### src/design/shsc_pkg.sv
// Package for the sprocket hole step controller.
// Holds the stream widths, register map, reset values and result codes.
// It has no dependencies. The top level imports it.
package shsc_pkg;

  // Stream payload widths. Fields are packed from the lowest bit up, and
  // the packed tdata width is rounded up to whole bytes.
  localparam int IN_TDATA_W  = 16;
  localparam int IN_TUSER_W  = 1;
  localparam int OUT_TDATA_W = 48;

  // Configuration port.
  localparam int CFG_ADDR_W = 3;
  localparam int CFG_DATA_W = 32;

  // Register indexes. The word index is paddr[2].
  localparam logic REG_TIMEOUT_LIMIT = 1'b0;
  localparam logic REG_DRIVE_PERCENT = 1'b1;

  localparam logic [15:0] TIMEOUT_RESET = 16'd5000;
  localparam logic [6:0]  DRIVE_RESET   = 7'd100;
  localparam logic [6:0]  DRIVE_MAX     = 7'd100;
  localparam logic [15:0] MISALIGN_MAX  = 16'hFFFF;

  // Which wait phase, if any, timed out in this tick.
  typedef enum logic [1:0] {
    TO_NONE  = 2'd0,
    TO_SEEK  = 2'd1,
    TO_LEAVE = 2'd2,
    TO_REACH = 2'd3
  } timeout_code_t;

endpackage

### src/design/sprocket_hole_step_controller_top.sv
// Sprocket hole step controller, top level.
// Latency: a result is valid in the cycle after its tick transaction is accepted.
// Throughput: one tick per clock while out_tready is high. The output register frees
// in_tready in the same cycle that out_tready takes the pending result.
// Reset (rst_n, synchronous, active low): start phase, empty request queue,
// zero counters, timeout_limit = 5000, drive_percent = 100.
// Depends on shsc_pkg.
module sprocket_hole_step_controller_top #(
  parameter int QUEUE_DEPTH = 16
) (
  input  logic                                clk,
  input  logic                                rst_n,
  // Tick input.
  input  logic                                in_tvalid,
  output logic                                in_tready,
  // [0] sensor_high, [8:1] request_steps, [15:9] zero
  input  logic [shsc_pkg::IN_TDATA_W-1:0]     in_tdata,
  // [0] request_valid
  input  logic [shsc_pkg::IN_TUSER_W-1:0]     in_tuser,
  // Result output.
  output logic                                out_tvalid,
  input  logic                                out_tready,
  // [7:0] motor_drive, [8] busy_res, [16:9] steps_left, [18:17] timeout_code,
  // [34:19] misalign_count, [35] request_dropped, [40:36] queue_level, [47:41] zero
  output logic [shsc_pkg::OUT_TDATA_W-1:0]    out_tdata,
  // Configuration port.
  input  logic                                cfg_psel,
  input  logic                                cfg_penable,
  input  logic                                cfg_pwrite,
  input  logic [shsc_pkg::CFG_ADDR_W-1:0]     cfg_paddr,
  input  logic [shsc_pkg::CFG_DATA_W-1:0]     cfg_pwdata,
  output logic [shsc_pkg::CFG_DATA_W-1:0]     cfg_prdata,
  output logic                                cfg_pready
);
  import shsc_pkg::*;

  localparam int PTR_W = (QUEUE_DEPTH > 1) ? $clog2(QUEUE_DEPTH) : 1;
  localparam int CNT_W = $clog2(QUEUE_DEPTH + 1);
  localparam logic [PTR_W-1:0] PTR_LAST = PTR_W'(QUEUE_DEPTH - 1);
  localparam logic [CNT_W-1:0] CNT_FULL = CNT_W'(QUEUE_DEPTH);

  typedef enum logic [2:0] {
    PH_START,
    PH_SEEK,
    PH_CHECK,
    PH_WAIT,
    PH_LEAVE,
    PH_REACH
  } phase_t;

  // Configuration registers.
  logic [15:0] timeout_limit_r;
  logic [6:0]  drive_percent_r;
  logic        cfg_wr;

  // Controller state.
  phase_t      phase_r, phase_nxt;
  logic [7:0]  rem_r, rem_nxt;
  logic [15:0] wait_r, wait_nxt;
  logic [15:0] mis_r, mis_nxt;

  // Request queue.
  logic [7:0]       mem [QUEUE_DEPTH];
  logic [PTR_W-1:0] head_r, head_nxt, head_sel;
  logic [PTR_W-1:0] tail_r, tail_nxt;
  logic [CNT_W-1:0] cnt_r, cnt_nxt, cnt_push;
  logic [7:0]       rd_data_r;
  logic             byp_r;
  logic [7:0]       byp_data_r;
  logic [7:0]       head_val;
  logic             wr_en;

  // Output register.
  logic                   out_valid_r;
  logic [OUT_TDATA_W-1:0] out_data_r;

  // Tick fields.
  logic       in_acc;
  logic       sensor;
  logic       req;
  logic [7:0] req_steps;

  // Per-tick results.
  logic          push;
  logic          dropped;
  logic          acted;
  logic [7:0]    rem_step;
  timeout_code_t code;
  logic [6:0]    dp;
  logic [7:0]    drive;
  logic          busy;
  logic [7:0]    steps_out;

  assign sensor    = in_tdata[0];
  assign req_steps = in_tdata[8:1];
  assign req       = in_tuser[0];

  assign in_tready = !out_valid_r || out_tready;
  assign in_acc    = in_tvalid && in_tready;

  // ---------------------------------------------------------------------------
  // Configuration port
  // ---------------------------------------------------------------------------
  assign cfg_pready = 1'b1;
  assign cfg_wr     = cfg_psel && cfg_penable && cfg_pwrite;

  always_comb begin
    if (cfg_paddr[2] == REG_DRIVE_PERCENT) begin
      cfg_prdata = {{(CFG_DATA_W - 7){1'b0}}, drive_percent_r};
    end else begin
      cfg_prdata = {{(CFG_DATA_W - 16){1'b0}}, timeout_limit_r};
    end
  end

  always_ff @(posedge clk) begin
    if (!rst_n) begin
      timeout_limit_r <= TIMEOUT_RESET;
      drive_percent_r <= DRIVE_RESET;
    end else if (cfg_wr) begin
      if (cfg_paddr[2] == REG_TIMEOUT_LIMIT) begin
        timeout_limit_r <= cfg_pwdata[15:0];
      end else begin
        drive_percent_r <= cfg_pwdata[6:0];
      end
    end
  end

  // ---------------------------------------------------------------------------
  // Next-state logic for one tick
  // ---------------------------------------------------------------------------
  assign push     = req && (cnt_r < CNT_FULL);
  assign dropped  = req && !push;
  assign cnt_push = cnt_r + CNT_W'(push);
  assign wr_en    = in_acc && push;

  // With an empty queue the only entry can be this tick's own request.
  assign head_val = (cnt_r == '0) ? req_steps : (byp_r ? byp_data_r : rd_data_r);

  // Remaining steps after one finished hole: toward zero by one.
  always_comb begin
    if (rem_r[7]) begin
      rem_step = rem_r + 8'd1;
    end else if (rem_r != 8'd0) begin
      rem_step = rem_r - 8'd1;
    end else begin
      rem_step = rem_r;
    end
  end

  always_comb begin
    phase_nxt = phase_r;
    rem_nxt   = rem_r;
    wait_nxt  = wait_r;
    mis_nxt   = mis_r;
    head_nxt  = head_r;
    tail_nxt  = tail_r;
    cnt_nxt   = cnt_push;
    code      = TO_NONE;
    acted     = 1'b0;

    if (push) begin
      tail_nxt = (tail_r == PTR_LAST) ? '0 : tail_r + PTR_W'(1);
    end

    case (phase_r)
      PH_START: begin
        if (sensor) begin
          wait_nxt  = timeout_limit_r;
          phase_nxt = PH_SEEK;
          acted     = 1'b1;
        end else begin
          phase_nxt = PH_CHECK;
        end
      end
      PH_SEEK: begin
        acted = 1'b1;
        if (!sensor) begin
          phase_nxt = PH_CHECK;
        end else if (wait_r == 16'd0) begin
          code      = TO_SEEK;
          phase_nxt = PH_CHECK;
        end else begin
          wait_nxt = wait_r - 16'd1;
        end
      end
      PH_LEAVE: begin
        acted = 1'b1;
        if (sensor) begin
          wait_nxt  = timeout_limit_r;
          phase_nxt = PH_REACH;
        end else if (wait_r == 16'd0) begin
          code      = TO_LEAVE;
          wait_nxt  = timeout_limit_r;
          phase_nxt = PH_REACH;
        end else begin
          wait_nxt = wait_r - 16'd1;
        end
      end
      PH_REACH: begin
        acted = 1'b1;
        if (!sensor || wait_r == 16'd0) begin
          if (sensor) begin
            code = TO_REACH;
          end
          rem_nxt = rem_step;
          if (rem_step != 8'd0) begin
            wait_nxt  = timeout_limit_r;
            phase_nxt = PH_LEAVE;
          end else begin
            phase_nxt = PH_CHECK;
          end
        end else begin
          wait_nxt = wait_r - 16'd1;
        end
      end
      default: begin
      end
    endcase

    // Idle path: misalignment check, then take the next request if any.
    if (!acted) begin
      if (phase_nxt == PH_CHECK) begin
        if (sensor && mis_r != MISALIGN_MAX) begin
          mis_nxt = mis_r + 16'd1;
        end
        phase_nxt = PH_WAIT;
      end
      if (phase_nxt == PH_WAIT && cnt_push != '0) begin
        rem_nxt  = head_val;
        head_nxt = (head_r == PTR_LAST) ? '0 : head_r + PTR_W'(1);
        cnt_nxt  = cnt_push - CNT_W'(1);
        if (head_val != 8'd0) begin
          wait_nxt  = timeout_limit_r;
          phase_nxt = PH_LEAVE;
        end else begin
          phase_nxt = PH_CHECK;
        end
      end
    end
  end

  // Result fields from the state after the tick.
  assign dp = (drive_percent_r > DRIVE_MAX) ? DRIVE_MAX : drive_percent_r;

  always_comb begin
    drive = 8'd0;
    busy  = 1'b0;
    case (phase_nxt)
      PH_SEEK: begin
        drive = {1'b0, dp};
        busy  = 1'b1;
      end
      PH_LEAVE, PH_REACH: begin
        drive = rem_nxt[7] ? (8'd0 - {1'b0, dp}) : {1'b0, dp};
        busy  = 1'b1;
      end
      default: begin
      end
    endcase
  end

  assign steps_out = busy ? rem_nxt : 8'd0;

  // ---------------------------------------------------------------------------
  // State registers
  // ---------------------------------------------------------------------------
  always_ff @(posedge clk) begin
    if (!rst_n) begin
      phase_r <= PH_START;
      rem_r   <= 8'd0;
      wait_r  <= 16'd0;
      mis_r   <= 16'd0;
      head_r  <= '0;
      tail_r  <= '0;
      cnt_r   <= '0;
    end else if (in_acc) begin
      phase_r <= phase_nxt;
      rem_r   <= rem_nxt;
      wait_r  <= wait_nxt;
      mis_r   <= mis_nxt;
      head_r  <= head_nxt;
      tail_r  <= tail_nxt;
      cnt_r   <= cnt_nxt;
    end
  end

  // Queue memory. The next head entry is registered in advance from head_sel; an entry written in
  // the same cycle as it becomes the head is taken from the bypass register.
  assign head_sel = in_acc ? head_nxt : head_r;

  always_ff @(posedge clk) begin
    if (wr_en) begin
      mem[tail_r] <= req_steps;
    end
    rd_data_r  <= mem[head_sel];
    byp_data_r <= req_steps;
  end

  always_ff @(posedge clk) begin
    if (!rst_n) begin
      byp_r <= 1'b0;
    end else begin
      byp_r <= wr_en && (tail_r == head_sel);
    end
  end

  // ---------------------------------------------------------------------------
  // Output register
  // ---------------------------------------------------------------------------
  always_ff @(posedge clk) begin
    if (!rst_n) begin
      out_valid_r <= 1'b0;
    end else if (in_acc) begin
      out_valid_r <= 1'b1;
    end else if (out_tready) begin
      out_valid_r <= 1'b0;
    end
  end

  always_ff @(posedge clk) begin
    if (in_acc) begin
      out_data_r <= {7'd0, 5'(cnt_nxt), dropped, mis_nxt, code, steps_out, busy, drive};
    end
  end

  assign out_tvalid = out_valid_r;
  assign out_tdata  = out_data_r;

  // ---------------------------------------------------------------------------
  // Assertions
  // ---------------------------------------------------------------------------
  a_cnt_bound: assert property (@(posedge clk) disable iff (!rst_n)
    cnt_r <= CNT_FULL)
    else $error("request queue count exceeds depth");

  a_ptr_cnt: assert property (@(posedge clk) disable iff (!rst_n)
    (head_r == tail_r) |-> (cnt_r == '0 || cnt_r == CNT_FULL))
    else $error("queue pointers disagree with count");

  a_move_steps: assert property (@(posedge clk) disable iff (!rst_n)
    (phase_r == PH_LEAVE || phase_r == PH_REACH) |-> (rem_r != 8'd0))
    else $error("step move active with no steps left");

  a_result_follows: assert property (@(posedge clk) disable iff (!rst_n)
    in_acc |=> out_valid_r)
    else $error("accepted tick produced no result");

  a_no_overwrite: assert property (@(posedge clk) disable iff (!rst_n)
    (out_valid_r && !out_tready) |-> !in_acc)
    else $error("pending result overwritten");

endmodule

### config.mk
export PLATFORM = sky130hd
export DESIGN_NAME = sprocket_hole_step_controller_top
export DESIGN_NICKNAME = d
export VERILOG_FILES = /design/src/design/shsc_pkg.sv /design/src/design/sprocket_hole_step_controller_top.sv
export SDC_FILE = /design/constraint.sdc
export NUM_CORES = 1
export LEC_CHECK = 0
export BUFFER_PORTS_ARGS = -buffer_cell sky130_fd_sc_hd__buf_2
export CORE_MARGIN = 2
export CORE_UTILIZATION = 53
export DETAILED_ROUTE_END_ITERATION = 8
export PLACE_DENSITY_LB_ADDON = 0.1
export SETUP_SLACK_MARGIN = 0.4
export SYNTH_ARGS = -nofsm -noshare
export SYNTH_HDL_FRONTEND = slang
export SYNTH_SLANG_ARGS = --single-unit
### constraint.sdc
create_clock -name clk -period 3.2 [get_ports clk]
set_input_delay 0.64 -clock clk [delete_from_list [all_inputs] [get_ports clk]]
set_output_delay 0.64 -clock clk [all_outputs]
set_load 0.02 [all_outputs]
==> results.json, run 1 <==
{
  "cts_tree": "yes",
  "hold_slack_ns": 0.294,
  "timing.slew.headroom": 0.277,
  "outcome": "finished, final reports clean",
  "grt_pass1_vias": 9356,
  "routed-via-count": 9727,
  "crit_fanout": 5,
  "synth_cells": 1207,
  "drt_iter0_markers": 681,
  "rsz0062_at_grt": "true",
  "hold_viol": 0,
  "die_x_um": 160,
  "final_common_cell": "edfxtp_1",
  "synth-simple-area-share": 0.159,
  "placementRows": 57,
  "n_antenna_cell": 0,
  "power_density_mw_per_mm2": 634,
  "setup_ws_ns": 0.227,
  "root_buffer": "clkbuf_16",
  "viasPerCell": 5.62,
  "cts.htree.levels": 1,
  "mostFrequentLayoutCells": "edfxtp_1, nand2_1, buf_4",
  "dr.pass1.iters": 5,
  "nFillCells": 1885,
  "yosysWarningCount": 0,
  "holdCritPathClass": "input pin to flop",
  "ys_ff_latch": 266,
  "io_pins": 142,
  "start_util": 0.535,
  "worstMarginPinSlew_ns": 1.08,
  "clock-sinks": 266,
  "remaining_drc_errors": 0,
  "cp.arrival_ns": 3.39,
  "antenna_found_initial": 0,
  "core_area_sq_mm": 0.0241,
  "grt_usage": 0.247,
  "hold_buffers": 0,
  "skew_ns": 0.00813,
  "drive_above_1_share": 0.285,
  "syn_avg_cell_area_sq_um": 10.7,
  "syn_to_final_growth_pct": 25.1,
  "synth_xor_area_frac": 0.0319,
  "cts_buffers": 29,
  "setup_violations": 0,
  "clockBufferDepth": 3,
  "grt_max_degree": 82,
  "fin_crit_ns": 2.97,
  "worstSetupPathType": "flop to flop",
  "nNetsFinal": 1457,
  "fin_crit_sh": 0.929,
  "max-vdd-ir-drop_mv": 0.477,
  "synth_area_sq_mm": 0.0129,
  "synth_top_family_by_area": "simple AND/OR/NAND/NOR gates",
  "seq_area_sq_mm": 0.00704,
  "place.port_buffers": 92,
  "synth_edf_count": 169,
  "report.final.slew_viol_count": 0,
  "routedWlPerCell_um": 19.0,
  "synthFlopType": "edfxtp_1",
  "async_flop_share": 0,
  "max_cap_viol_count": 0,
  "required_ns": 3.61,
  "ys_seq_area_frac": 0.544,
  "stdcell_area_sq_mm": 0.0161,
  "clkTransAtPathRegs_ns": 0.06,
  "critPathCaptureType": "flop",
  "synth.area.mux_share": 0.0773,
  "clk_latency_ns": 0.56,
  "dieArea_sq_mm": 0.0256,
  "die_h_um": 160,
  "overflow": 0,
  "detail-route-antenna-nets": 0,
  "ys_types": 90,
  "p_leak_uw": 0.00630,
  "startpoint_type": "flop",
  "place_ws_ns": -0.244,
  "max_freq_mhz": 336,
  "multi_input_area_sq_mm": 0.00578,
  "placed_area_sq_mm": 0.0143,
  "synth_compound_area_frac": 0.128,
  "wl_um": 32800,
  "hpwl_um": 21100,
  "synth-adder-area-share": 0.0136,
  "grt_pass1_wl_um": 50300,
  "place.gp.congestion": 0.913
}
[sequential cells by signal, indices dropped and copies added (netlist names)]
| signal | count |
|---|---|
| drive_percent_r | 7 |
| mem | 128 |
| tail_r | 4 |
| rd_data_r | 8 |
| out_tdata | 41 |
| phase_r | 3 |
| rem_r | 8 |
| timeout_limit_r | 16 |
| byp_r | 1 |
| out_tvalid | 1 |
| head_r | 4 |
| cnt_r | 5 |
| mis_r | 16 |
| wait_r | 16 |
| byp_data_r | 8 |
[cell usage after synthesis (19+ instances only)]
master / instances / area (sq um)
nor2b_1: 19 / 119
nand3_1: 38 / 190
mux2i_1: 50 / 500
nand4_1: 19 / 119
nor2_1: 96 / 360
mux2_2: 44 / 495
nor3_1: 22 / 110
inv_1: 25 / 93.8
o21ai_0: 41 / 205
xor2_1: 21 / 184
nand2_1: 148 / 556
dfxtp_1: 97 / 1940
buf_4: 27 / 203
o211ai_1: 41 / 308
clkbuf_1: 51 / 191
a21oi_1: 64 / 320
edfxtp_1: 169 / 5070
xnor2_1: 26 / 228
[through the flow]
| step | total power, uW | setup TNS (ns) | instances | utilization |
|---|---|---|---|---|
| after global routing | 10600 | 0 | 1731 | 0.669 |
| after CTS | 9940 | 0 | 1709 | 0.649 |
| after global placement | 6240 | -1.44 | 1641 | 0.591 |
| after detailed placement | 6260 | -1.80 | 1641 | 0.591 |
| after floorplan | 5520 | 0 | 1229 | - |
| final | 10200 | 0 | 1731 | 0.669 |
[critical path: stages, from the launching register on]
cell and delay (ns):
dfxtp_2 0.33, nor2b_4 0.13, ha_4 0.16, ha_4 0.13, and3b_1 0.19, a2bb2oi_2 0.19
a311o_1 0.27, mux2i_4 0.28, buf_6 0.18, buf_8 0.13, mux2_2 0.34, o211ai_1 0.33
nand4_1 0.15
[path summary, 6_finish.rpt]
kind | from | cells past startpoint | slack [ns] | end
min | cfg_pwdata[7] | 3 | 0.29 | timeout_limit_r[7]
max reg2reg | cnt_r[4] | 12 | 0.23 | rd_data_r[7]
max | cnt_r[4] | 12 | 0.23 | rd_data_r[7]
min reg2reg | timeout_limit_r[7] | 2 | 0.48 | timeout_limit_r[7]
[where the power goes]
group          leakage, uW  switching, uW  internal [uW]
Combinational      0.00345           1490           1150
Sequential         0.00236            169           3860
Clock             0.000493           1410           2150
[layout make-up]
type / instances / share of cell area
Timing Repair Buffer: 220 / 0.110
Inverter: 26 / 0.00621
Clock buffer: 35 / 0.0483
Sequential cell: 266 / 0.436
Multi-Input combinational cell: 841 / 0.358
Clock inverter: 19 / 0.0158
Tap cell: 324 / 0.0251
[per-layer routing]
layer | track usage | routed length, um | part of all wire
met5 | 0 | 0 | 0
met3 | 0.0356 | 1600 | 0.049
met2 | 0.430 | 16300 | 0.50
met4 | 0.0852 | 1050 | 0.032
met1 | 0.318 | 13800 | 0.42
[timing repair]
item,4_1_cts,5_1_grt
endpoints found under the setup margin,35,42
cloned,4,5
pin swaps,18,41
resized for setup,39,50
setup buffers,10,17
[logic make-up after synthesis]
kind of cell               Yosys count
AOI/OAI and AO/OA                  243
xor gates and xnor gates            47
adders and majority gates           14
buffers and inverters              122
DFF                                266
muxes                               94
other                                2
and+or+nand+nor                    419
No activity file was read; power rests on OpenSTA's default activity.
==> inputs of run 2 (changes only) <==
--- a/config.mk
+++ b/config.mk
@@ -8,2 +8,3 @@
 export BUFFER_PORTS_ARGS = -buffer_cell sky130_fd_sc_hd__buf_2
+export CAP_MARGIN = 15
 export CORE_MARGIN = 2
==> constraint.sdc (replaced) <==
create_clock -name clk -period 3.2 [get_ports clk]
set_input_delay 0.32 -clock clk [delete_from_list [all_inputs] [get_ports clk]]
set_output_delay 0.32 -clock clk [all_outputs]
set_load 0.02 [all_outputs]
==> run 2 against run 1 <==
Net effect:
- combinational power is 2% lower
- total power down 3.0%
- core utilization down 0.93 points
- sequential share of layout area increased by 0.56 points
- die area did not move
- via count is 0.56% higher
- critical path type unchanged
==> results.json, run 2 (same netlist as run 1, synthesis figures left out) <==
{
  "clk_latency_ns": 0.55,
  "core_area_sq_mm": 0.0241,
  "grt_pass1_wl_um": 50100,
  "cts_tree": "yes",
  "final_common_cell": "edfxtp_1",
  "rsz0062_at_grt": "true",
  "drive_above_1_share": 0.278,
  "skew_ns": 0.0147,
  "worstMarginPinSlew_ns": 1.09,
  "n_antenna_cell": 0,
  "detail-route-antenna-nets": 0,
  "critPathCaptureType": "flop",
  "antenna_found_initial": 0,
  "nNetsFinal": 1449,
  "grt_max_degree": 56,
  "start_util": 0.535,
  "hpwl_um": 21000,
  "holdCritPathClass": "input pin to flop",
  "mostFrequentLayoutCells": "edfxtp_1, nand2_1, nor2_1",
  "place_ws_ns": -0.00372,
  "outcome": "finished, final reports clean",
  "cts.htree.levels": 1,
  "power_density_mw_per_mm2": 623,
  "clock-sinks": 266,
  "wl_um": 32000,
  "place.gp.congestion": 0.906,
  "required_ns": 3.61,
  "startpoint_type": "flop",
  "fin_crit_sh": 0.933,
  "fin_cells": 1723,
  "fin_crit_ns": 2.99,
  "grt_usage": 0.247,
  "p_leak_uw": 0.00613,
  "overflow": 0,
  "max_freq_mhz": 335,
  "die_h_um": 160,
  "largest-register": "mem",
  "worstSetupPathType": "flop to flop",
  "crit_fanout": 8,
  "viasPerCell": 5.68,
  "placementRows": 57,
  "setup_ws_ns": 0.215,
  "dr.pass1.iters": 8,
  "cp.arrival_ns": 3.40,
  "routedWlPerCell_um": 18.6,
  "totalPowerFinal_uw": 9910,
  "setup_violations": 0,
  "nFillCells": 1880,
  "dieArea_sq_mm": 0.0256,
  "hold_viol": 0,
  "routed-via-count": 9781,
  "hold_slack_ns": 0.0197,
  "timing.slew.headroom": 0.273,
  "place.port_buffers": 92,
  "cts_buffers": 29,
  "report.final.slew_viol_count": 0,
  "remaining_drc_errors": 0,
  "grt_pass1_vias": 9367,
  "clockBufferDepth": 3,
  "final_util": 0.659,
  "dpl.cell_count": 1632,
  "io_pins": 142,
  "largest_reg_flops": 128,
  "seq_area_sq_mm": 0.00703,
  "clkTransAtPathRegs_ns": 0.06,
  "syn_to_final_growth_pct": 23.3,
  "max-vdd-ir-drop_mv": 0.545,
  "root_buffer": "clkbuf_16",
  "multi_input_area_sq_mm": 0.00578,
  "die_x_um": 160,
  "drt_iter0_markers": 719,
  "max_cap_viol_count": 0
}
==> run 2: changes by cell type in the layout (fill, tap and decap cells not counted), sizes merged <==
| cell | previous run | this run |
|---|---|---|
| clkinvlp | 4 | 1 |
| dlygate4sd3 | 0 | 8 |
| buf | 216 | 203 |
| or2 | 5 | 6 |
| clkinv | 6 | 11 |
| inv | 30 | 28 |
| bufinv | 5 | 1 |
==> run 2: final cells by class <==
| class | count | share of cell area |
|---|---|---|
| flip-flops and latches | 266 | 0.442 |
| clock buffers | 39 | 0.0546 |
| inverters | 26 | 0.00614 |
| multi-input cells | 842 | 0.363 |
| well taps | 324 | 0.0255 |
| repair buffers | 211 | 0.101 |
| clock inverters | 15 | 0.00701 |
==> run 2: worst max-delay path, cell delays in order (launching register included) <==
cell and delay [ns]:
dfxtp_2 0.33, nor2b_4 0.14, ha_4 0.16, ha_4 0.15, and3b_2 0.20, a2bb2oi_2 0.19
a311o_1 0.28, mux2i_4 0.27, buf_12 0.15, buf_12 0.11, buf_16 0.14, mux2_4 0.30
o211ai_1 0.28, nand4_1 0.14
==> run 2: power by group <==
| group | switching, uW | internal [uW] |
|---|---|---|
| sequential | 161 | 3860 |
| clock | 1340 | 1990 |
| combinational | 1450 | 1120 |
==> run 2: metrics by stage <==
step	instance area [sq um]	setup TNS, ns
2_1_floorplan	13000	0
3_3_place_gp	14100	0
3_5_place_dp	14100	-0.00372
4_1_cts	15600	0
5_1_grt	15900	0
6_report	15900	0
==> run 2: worst paths after layout <==
check                           from                 end  slack [ns]  cells after the start
hold / removal         cfg_pwdata[2]  drive_percent_r[2]        0.02                      3
setup / recovery            cnt_r[4]        rd_data_r[2]        0.21                     13
setup reg to reg            cnt_r[4]        rd_data_r[2]        0.21                     13
hold reg to reg   timeout_limit_r[7]  timeout_limit_r[7]        0.48                      2
==> run 2: layer usage <==
metal,part of all wire,global-route usage,up-vias
met1,0.42,0.323,4724
met3,0.050,0.0314,49
li1,-,-,4714
met2,0.51,0.434,294
met5,0,0,-
met4,0.020,0.0684,0
==> run 2: what timing repair did <==
item,4_1_cts,5_1_grt
pin swaps,14,33
hold buffers,8,0
gates cloned,5,0
endpoints found under the hold margin,8,0
setup buffers,13,11
resized for setup,39,56
endpoints found under the setup margin,36,44
